**config.mk**
```make
export PLATFORM = sky130hd
export DESIGN_NAME = xorshift128_generator_with_seeding_unit
export DESIGN_NICKNAME = d
export VERILOG_FILES = /design/src/hdl/xs128_pkg.sv /design/src/hdl/xorshift128_generator_with_seeding_unit.sv /design/src/hdl/xs128_datapath.sv /design/src/hdl/xs128_ctrl.sv
export SDC_FILE = /design/constraint.sdc
export NUM_CORES = 1
export LEC_CHECK = 0
export BUFFER_PORTS_ARGS = -buffer_cell sky130_fd_sc_hd__buf_2
export CAP_MARGIN = 20
export CORE_ASPECT_RATIO = 0.8
export CORE_MARGIN = 1.5
export CORE_UTILIZATION = 60
export DETAILED_ROUTE_END_ITERATION = 10
export HOLD_SLACK_MARGIN = 0.15
export PLACE_DENSITY_LB_ADDON = 0.3
export SLEW_MARGIN = 20
export SYNTH_ARGS = -nofsm -noshare
export SYNTH_HDL_FRONTEND = slang
export SYNTH_SLANG_ARGS = --single-unit
```
**constraint.sdc**
```tcl
create_clock -name aclk -period 19.4 [get_ports aclk]
set_input_delay 0.97 -clock aclk [delete_from_list [all_inputs] [get_ports aclk]]
set_output_delay 0.97 -clock aclk [all_outputs]
set_load 0.005 [all_outputs]
```
**src/hdl/xs128_pkg.sv**
```systemverilog
// Shared types, constants and functions for the xorshift128 generator.
package xs128_pkg;

    localparam logic [31:0] SEED_MULT  = 32'd1812433253;
    localparam logic [31:0] SEED_XOR_A = 32'd123464980;
    localparam logic [31:0] SEED_XOR_B = 32'd3447902351;
    localparam logic [31:0] SEED_XOR_C = 32'd2859490775;
    localparam logic [31:0] SEED_XOR_D = 32'd47621719;
    localparam logic [31:0] RESET_A    = 32'd123456789;
    localparam logic [31:0] RESET_B    = 32'd362436069;
    localparam logic [31:0] RESET_C    = 32'd521288629;
    localparam logic [31:0] RESET_D    = 32'd88675123;

    localparam int unsigned SEED_PASSES = 8;
    localparam int unsigned PASS_W      = $clog2(SEED_PASSES);

    localparam logic OP_SEED = 1'b0;
    localparam logic OP_NEXT = 1'b1;

    typedef enum logic [1:0] {
        WORD_A = 2'd0,
        WORD_B = 2'd1,
        WORD_C = 2'd2,
        WORD_D = 2'd3
    } word_sel_t;

    typedef enum logic [1:0] {
        ST_IDLE = 2'd0,
        ST_MUL  = 2'd1,
        ST_MIX  = 2'd2
    } state_t;

    typedef struct packed {
        logic      load_seed;
        logic      advance;
        logic      mul;
        logic      mix;
        word_sel_t word_sel;
        logic      load_reset;
    } dp_cmd_t;

    typedef struct packed {
        logic all_zero;
    } dp_status_t;

    function automatic logic [31:0] seed_xor(input word_sel_t sel);
        logic [31:0] k;
        case (sel)
            WORD_A:  k = SEED_XOR_A;
            WORD_B:  k = SEED_XOR_B;
            WORD_C:  k = SEED_XOR_C;
            WORD_D:  k = SEED_XOR_D;
            default: k = SEED_XOR_A;
        endcase
        return k;
    endfunction

    function automatic logic [31:0] seed_shift(input logic [31:0] p);
        logic [31:0] x;
        x = p ^ (p << 13);
        return x ^ (x >> 17);
    endfunction

endpackage

```
**src/hdl/xorshift128_generator_with_seeding_unit.sv**
```systemverilog
// Top level: xorshift128 generator with seed mixing.
// Next item: result registered the cycle after acceptance; one item per cycle while
// the output is not stalled. Seed item: each round multiplies, then mixes and loads,
// four rounds per pass, up to 8 passes while all words are zero.
// Reset loads the standard xorshift128 constants; no output is pending after reset.
module xorshift128_generator_with_seeding_unit (
    input  logic        aclk,
    input  logic        aresetn,
    input  logic        s_valid,
    output logic        s_ready,
    input  logic        s_op,
    input  logic [31:0] s_seed_value,
    output logic        m_valid,
    input  logic        m_ready,
    output logic [31:0] m_random_word
);

    xs128_pkg::dp_cmd_t    cmd;
    xs128_pkg::dp_status_t status;

    xs128_ctrl u_ctrl (
        .aclk    (aclk),
        .aresetn (aresetn),
        .s_valid (s_valid),
        .s_op    (s_op),
        .s_ready (s_ready),
        .m_valid (m_valid),
        .m_ready (m_ready),
        .status  (status),
        .cmd     (cmd)
    );

    xs128_datapath u_datapath (
        .aclk        (aclk),
        .aresetn     (aresetn),
        .cmd         (cmd),
        .seed_in     (s_seed_value),
        .status      (status),
        .random_word (m_random_word)
    );

    a_seed_blocks: assert property (@(posedge aclk) disable iff (!aresetn)
        (s_valid && s_ready && s_op == xs128_pkg::OP_SEED) |=> !s_ready)
        else $error("input accepted during seeding");

    a_next_gives_item: assert property (@(posedge aclk) disable iff (!aresetn)
        (s_valid && s_ready && s_op == xs128_pkg::OP_NEXT) |=> m_valid)
        else $error("next item produced no result");

    a_mul_then_mix: assert property (@(posedge aclk) disable iff (!aresetn)
        cmd.mul |=> cmd.mix)
        else $error("multiply not followed by mix");

    a_no_advance_while_seeding: assert property (@(posedge aclk) disable iff (!aresetn)
        (cmd.mul || cmd.mix) |-> !cmd.advance)
        else $error("advance during seeding");

endmodule

```
**src/hdl/xs128_datapath.sv**
```systemverilog
// Datapath: state words, seed multiply and mix, xorshift step and output register.
module xs128_datapath (
    input  logic                  aclk,
    input  logic                  aresetn,
    input  xs128_pkg::dp_cmd_t    cmd,
    input  logic [31:0]           seed_in,
    output xs128_pkg::dp_status_t status,
    output logic [31:0]           random_word
);

    logic [31:0] word_a_reg, word_a_next;
    logic [31:0] word_b_reg, word_b_next;
    logic [31:0] word_c_reg, word_c_next;
    logic [31:0] word_d_reg, word_d_next;
    logic [31:0] seed_reg, seed_next;
    logic [31:0] prod_reg, prod_next;
    logic [31:0] out_reg, out_next;
    logic [31:0] mixed;
    logic [31:0] loaded;
    logic [31:0] t;
    logic [31:0] step_d;

    assign mixed  = xs128_pkg::seed_shift(prod_reg);
    assign loaded = mixed ^ xs128_pkg::seed_xor(cmd.word_sel);
    assign t      = word_a_reg ^ (word_a_reg << 11);
    assign step_d = word_d_reg ^ (word_d_reg >> 19) ^ t ^ (t >> 8);

    assign status.all_zero = ((word_a_reg | word_b_reg | word_c_reg
                               | (mixed ^ xs128_pkg::SEED_XOR_D)) == 32'd0);
    assign random_word     = out_reg;

    always_comb begin
        word_a_next = word_a_reg;
        word_b_next = word_b_reg;
        word_c_next = word_c_reg;
        word_d_next = word_d_reg;
        seed_next   = seed_reg;
        prod_next   = prod_reg;
        out_next    = out_reg;
        if (cmd.load_seed) begin
            seed_next = seed_in;
        end
        if (cmd.mul) begin
            prod_next = seed_reg * xs128_pkg::SEED_MULT + 32'd1;
        end
        if (cmd.mix) begin
            seed_next = mixed;
            case (cmd.word_sel)
                xs128_pkg::WORD_A: word_a_next = loaded;
                xs128_pkg::WORD_B: word_b_next = loaded;
                xs128_pkg::WORD_C: word_c_next = loaded;
                xs128_pkg::WORD_D: word_d_next = loaded;
                default:           word_a_next = word_a_reg;
            endcase
        end
        if (cmd.load_reset) begin
            word_a_next = xs128_pkg::RESET_A;
            word_b_next = xs128_pkg::RESET_B;
            word_c_next = xs128_pkg::RESET_C;
            word_d_next = xs128_pkg::RESET_D;
        end
        if (cmd.advance) begin
            word_a_next = word_b_reg;
            word_b_next = word_c_reg;
            word_c_next = word_d_reg;
            word_d_next = step_d;
            out_next    = step_d;
        end
    end

    always_ff @(posedge aclk) begin
        if (!aresetn) begin
            word_a_reg <= xs128_pkg::RESET_A;
            word_b_reg <= xs128_pkg::RESET_B;
            word_c_reg <= xs128_pkg::RESET_C;
            word_d_reg <= xs128_pkg::RESET_D;
        end else begin
            word_a_reg <= word_a_next;
            word_b_reg <= word_b_next;
            word_c_reg <= word_c_next;
            word_d_reg <= word_d_next;
        end
    end

    always_ff @(posedge aclk) begin
        seed_reg <= seed_next;
        prod_reg <= prod_next;
        out_reg  <= out_next;
    end

endmodule

```
**src/hdl/xs128_ctrl.sv**
```systemverilog
// Controller: handshakes, seeding sequence and output valid.
module xs128_ctrl (
    input  logic                  aclk,
    input  logic                  aresetn,
    input  logic                  s_valid,
    input  logic                  s_op,
    output logic                  s_ready,
    output logic                  m_valid,
    input  logic                  m_ready,
    input  xs128_pkg::dp_status_t status,
    output xs128_pkg::dp_cmd_t    cmd
);

    xs128_pkg::state_t state_reg, state_next;
    xs128_pkg::word_sel_t round_reg, round_next;
    logic [xs128_pkg::PASS_W-1:0] pass_reg, pass_next;
    logic m_valid_reg, m_valid_next;
    logic accept;

    assign s_ready = (state_reg == xs128_pkg::ST_IDLE) && (!m_valid_reg || m_ready);
    assign accept  = s_valid && s_ready;
    assign m_valid = m_valid_reg;

    always_comb begin
        state_next   = state_reg;
        round_next   = round_reg;
        pass_next    = pass_reg;
        m_valid_next = m_valid_reg;
        cmd          = '0;
        cmd.word_sel = round_reg;
        if (m_ready) begin
            m_valid_next = 1'b0;
        end
        case (state_reg)
            xs128_pkg::ST_IDLE: begin
                if (accept) begin
                    if (s_op == xs128_pkg::OP_NEXT) begin
                        cmd.advance  = 1'b1;
                        m_valid_next = 1'b1;
                    end else begin
                        cmd.load_seed = 1'b1;
                        round_next    = xs128_pkg::WORD_A;
                        pass_next     = '0;
                        state_next    = xs128_pkg::ST_MUL;
                    end
                end
            end
            xs128_pkg::ST_MUL: begin
                cmd.mul    = 1'b1;
                state_next = xs128_pkg::ST_MIX;
            end
            xs128_pkg::ST_MIX: begin
                cmd.mix    = 1'b1;
                state_next = xs128_pkg::ST_MUL;
                round_next = xs128_pkg::word_sel_t'(round_reg + 2'd1);
                if (round_reg == xs128_pkg::WORD_D) begin
                    if (!status.all_zero) begin
                        state_next = xs128_pkg::ST_IDLE;
                    end else if (pass_reg == xs128_pkg::PASS_W'(xs128_pkg::SEED_PASSES - 1)) begin
                        cmd.load_reset = 1'b1;
                        state_next     = xs128_pkg::ST_IDLE;
                    end else begin
                        pass_next = pass_reg + 1'b1;
                    end
                end
            end
            default: begin
                state_next = xs128_pkg::ST_IDLE;
            end
        endcase
    end

    always_ff @(posedge aclk) begin
        if (!aresetn) begin
            state_reg   <= xs128_pkg::ST_IDLE;
            round_reg   <= xs128_pkg::WORD_A;
            pass_reg    <= '0;
            m_valid_reg <= 1'b0;
        end else begin
            state_reg   <= state_next;
            round_reg   <= round_next;
            pass_reg    <= pass_next;
            m_valid_reg <= m_valid_next;
        end
    end

endmodule

```
---- After elaboration in Yosys (flattened, before gate mapping) ----
Index checks and enable logic that the tools add are counted.
cells by class
  $add $sub $neg .......................... 3
  multiply operators ...................... 1
  equality and inequality tests ........... 11
  muxes and demuxes ....................... 48
  bitwise logic cells ..................... 11
  reductions and logical operators ........ 21
operators with widths
  cell                                                   count
  2-to-1 mux 32 bit                                      18
  case mux 32 bit (4 select lines)                       1
  bitwise XOR 32 bit                                     4
  OR 32 bit                                              3
  adder 32 x 1 -> 32 bit, second input constant          1
  zero test 32 bit                                       1
  multiplier 32 x 31 -> 32 bit, second input constant    1
  bitwise XOR 32 x 13 -> 32 bit                          1
  bitwise XOR 32 x 15 -> 32 bit                          1
  bitwise XOR 32 x 24 -> 32 bit                          1
  2-to-1 mux 2 bit                                       8
  2-to-1 mux 3 bit                                       5
  NOT 15 bit                                             1
  nonzero test 3 bit                                     5
  2-to-1 mux 1 bit                                       13
  AND reduction 2 bit                                    5
  == test 2 bit, second input constant                   3
  inequality test 2 x 1 -> 1 bit, second input constant  3
  case mux 2 bit (3 select lines)                        1
  case mux 3 bit (2 select lines)                        1
  AND reduction 6 bit                                    1
  == test 2 x 1 -> 1 bit, second input constant          2
  zero test 2 bit                                        2
  inequality test 2 bit, second input constant           2
  9 further kinds                                        11
word-level totals
  register bits after elaboration ......... 232
  bits of input ports ..................... 37
  logic and storage cells ................. 106

---- Logic depth before layout (Yosys ltp) ----
  depth in word-level cells ............... 10
  gate-level depth with buffers ........... 23
  depth with buffers taken out ............ 23

---- By module ----
Synthesis repeated with hierarchy kept, for this count alone.
unflattened totals
  cells, all modules ...................... 1,870
  area total of the unflattened synthesis .. 18,398.9 um2
by module, submodules not included
  module          times used  cells an instance  area each (um2)  seq. area each (um2)
  xs128_datapath  1           1,822              17,954.7         5,445.2
  xs128_ctrl      1           48                 444.2            160.2

---- Worst setup path after synthesis ----
No wires, ideal clock.
  path type ............................... reg2reg
  start ................................... reg u_datapath.seed_reg[11]
  end ..................................... reg u_datapath.prod_reg[29], data pin
  setup time .............................. 262 ps
  arrival time ............................ 6,340 ps
  required time ........................... 19,138 ps
  setup slack ............................. 12,797 ps
  cell stages (with the launch flop) ...... 23
  period minus slack after synthesis ...... 6,603 ps
  path through ............................ edfxtp_1 -> ha_1 -> ha_1 -> fa_1 -> inv_1 -> fa_1 -> inv_1 -> fa_1 -> inv_1 -> fa_1 -> inv_1 -> fa_1 -> inv_1 -> fa_1 -> inv_1 -> ha_1 -> a21o_1 -> a2111oi_0 -> o31a_1 -> nor2b_1 -> a2111oi_0 -> a21oi_1 -> xor2_1
on the way
  longest elaborated chain between the ends .. 2
RTL lines
  what                          line                  RTL
  start, declared               xs128_datapath.sv:15  logic [31:0] seed_reg, seed_next;
  start signal, assigned        xs128_datapath.sv:86  seed_reg <= seed_next;
  multiplier 32 x 31 -> 32 bit  xs128_datapath.sv:44  prod_next = seed_reg * xs128_pkg::SEED_MULT + 32'd1;
  adder 32 x 1 -> 32 bit        xs128_datapath.sv:44
  end signal, assigned          xs128_datapath.sv:87  prod_reg <= prod_next;
  end, declared                 xs128_datapath.sv:16  logic [31:0] prod_reg, prod_next;
No other way between the ends.
A chain may end at the register's enable or synchronous reset.

---- Final worst setup path ----
  start ................................... reg u_datapath.seed_reg[11]
  end ..................................... reg u_datapath.prod_reg[30], data pin
The elaborated chain is that of the path after synthesis.

==> flow_metrics.env <==
export IMPL_ant_nets=0
export IMPL_grt_max_degree=82
export IMPL_hpwl_mm=41.5
export IMPL_ctsResizeCount=0
export IMPL_drt_total_wl_mm=54.6
export IMPL_grt_antenna_before_repair=0
export IMPL_final_layout_size_suffix_gt1_share_pct=7.08
export IMPL_clockBufferDepth=3
export IMPL_outcome="finished clean"
export IMPL_setup_viol=0
export IMPL_cts_tree="yes"
export IMPL_drtIter0Drc=1955
export IMPL_mappedNetlistNets=2265
export IMPL_core_rowCount=57
export IMPL_dieWidth_microns=199
export IMPL_drc_errors=0
export IMPL_worstPathRequired_ps=19680
export IMPL_fin_area_sq_um=19900
export IMPL_hold_violations=0
export IMPL_setup_tns_final_ps=0
export IMPL_cts_sinks=232
export IMPL_synth_cell_types=59
export IMPL_postCtsHoldBufs=0
export IMPL_yosys_area_top_type="fa_1"
export IMPL_synth_ff_type="dfxtp_1"
export IMPL_min_period_ps=7260
export IMPL_route_vias_total=14500
export IMPL_cts_root_buffer="clkbuf_16"
export IMPL_dp_cells=2276
export IMPL_grt_pass1_vias=14000
export IMPL_diodes=0
export IMPL_worst_slew_pin_slew_ps=1110
export IMPL_ios=71
export IMPL_clkLatencyLatePin_ps=530
export IMPL_io_buffers=70
export IMPL_finClkSkew_ps=14.1
export IMPL_cts_htree_levels=1
export IMPL_reg2reg_from="u_datapath.seed_reg[11]"
export IMPL_clk_pin_slew_ps=60
export IMPL_wl_per_cell_microns=23.5
export IMPL_final_cell_mix="239 x inv_1, 217 x ha_1, 168 x xnor2_1, 160 x nand2_1, 147 x fa_1"
export IMPL_synth_top_area_share_pct=16.0
export IMPL_fmax_mhz=138
export IMPL_nets=2290
export IMPL_yosysWarnings=0
export IMPL_cts_setup_buffers=0
export IMPL_gp_congestion=0.959
export IMPL_avgSynthCellArea_sq_um=9.86
export IMPL_core_area_sq_um=30200
export IMPL_num_fill_cells=2446
export IMPL_postSynth_asyncResetShare_pct=0
export IMPL_critPathMaxFanout=10
export IMPL_worstSetupEndpointType="flop"
export IMPL_crit_arrival_ps=7540
export IMPL_synth_seq_cells=232
export IMPL_min_from="u_datapath.word_c_reg[14]"
export IMPL_rsz0062_at_grt="no"
export IMPL_max_cap_violations=0
export IMPL_dr_pass1_iters=7
export IMPL_ys_seq_area_share_pct=30.5
export IMPL_syn_to_final_growth_pct=7.98
export IMPL_worstSetupPathType="flop to flop"
export IMPL_cts_made_buffers=24
export IMPL_overflow=0
export IMPL_fin_crit_sh_pct=37.4
export IMPL_cp_start_kind="flop"
export IMPL_mostFrequentLayoutCell="inv_1"
export IMPL_grt_pass1_wl_mm=84.5
export IMPL_grtUsageTotal_pct=35.4
export IMPL_initial_core_util_pct=60.8
export IMPL_hold_path_class="flop to flop"
export IMPL_synth_area_sq_um=18400
export IMPL_synth_area_top_cells="fa_1 16%, edfxtp_1 16%, dfxtp_1 15%, ha_1 15%, xnor2_1 8.0%"
export IMPL_relSlewSlack_pct=25.9
export IMPL_die_y_microns=160
export IMPL_routed_via_density=6.25
export IMPL_startpoint="u_datapath.seed_reg[11]"
export IMPL_synthCells=1864
export IMPL_dieArea_sq_um=31700
export IMPL_synth_edff_count=96
export IMPL_placed_cell_area_sq_um=19100
export IMPL_fin_cells=2320
export IMPL_drv_slew=0
[critical path, cell delays in order, from the launching register on]
cell,delay [ps]
edfxtp_1,640
ha_1,400
ha_1,310
fa_1,510
inv_1,50
fa_1,480
inv_1,50
fa_1,500
inv_1,60
fa_1,520
inv_1,50
fa_1,470
inv_1,50
fa_1,490
inv_1,50
ha_1,340
a211oi_1,300
nand2_1,130
a31oi_1,180
nor2b_1,70
o311ai_0,710
a21boi_0,280
o21ai_0,280
xnor2_1,100
[logic make-up after synthesis]
group / after synthesis / share of synthesized area, %
AO/OA/AOI/OAI: 306 / 11.4
buffers and inverters: 326 / 6.76
AND/OR/NAND/NOR: 422 / 10.4
flip-flops: 232 / 30.5
XOR/XNOR: 214 / 10.2
adder cells (fa/ha/maj): 364 / 30.8
[cell type report]
class	instances	area, sq um	area share (%)
clock inverters	9	67.6	0.340
clock buffers	35	718	3.62
multi-input cells	1306	11600	58.3
flip-flops and latches	232	5610	28.2
repair buffers	85	463	2.33
inverters	240	902	4.54
well taps	413	517	2.60
[worst paths after layout]
path | endpoint | slack (ps) | cells past startpoint
worst max-delay path | u_datapath.prod_reg[30] | 12140 | 23
worst min-delay path | u_datapath.word_c_reg[14] | 490 | 2
worst max register to register | u_datapath.prod_reg[30] | 12140 | 23
worst min register to register | u_datapath.word_c_reg[14] | 490 | 2
[metrics by stage]
step                utilization (%)  setup slack [ps]  hold slack, ps
detailed placement             63.1             12200             476
finish                         65.7             12140             493
CTS                            65.6             12200             486
global route                   65.7             11780             508
floorplan                         -             12800             445
global placement               63.1             12400             461
[cell usage after synthesis, types with 10 or more instances]
cell and n:
a211oi_1 12, xnor2_1 168, nand2_1 160, nand3_1 30, a31oi_1 10, dfxtp_1 136
clkbuf_1 66, o21ai_0 79, o311ai_0 19, inv_1 240, o211a_1 12, a21oi_1 49
nand4_1 12, nor2_1 121, buf_2 15, nor4_1 27, ha_1 217, edfxtp_1 96
a311oi_1 23, nor3_1 22, o221ai_1 12, o211ai_1 17, or3_1 13, and3_1 10
a21o_1 12, fa_1 147, xor2_1 46
[routing by layer]
metal / part of all wire, % / global-route usage [%] / vias to the layer above
met5: 0 / 0 / -
met4: 2.6 / 8.99 / 0
met3: 14 / 8.43 / 97
met2: 40 / 48.0 / 918
met1: 44 / 55.8 / 7068
li1: - / - / 6419
Power is not shown: default switching activity piles up to over one toggle a cycle in this logic, so the estimate is an artifact.
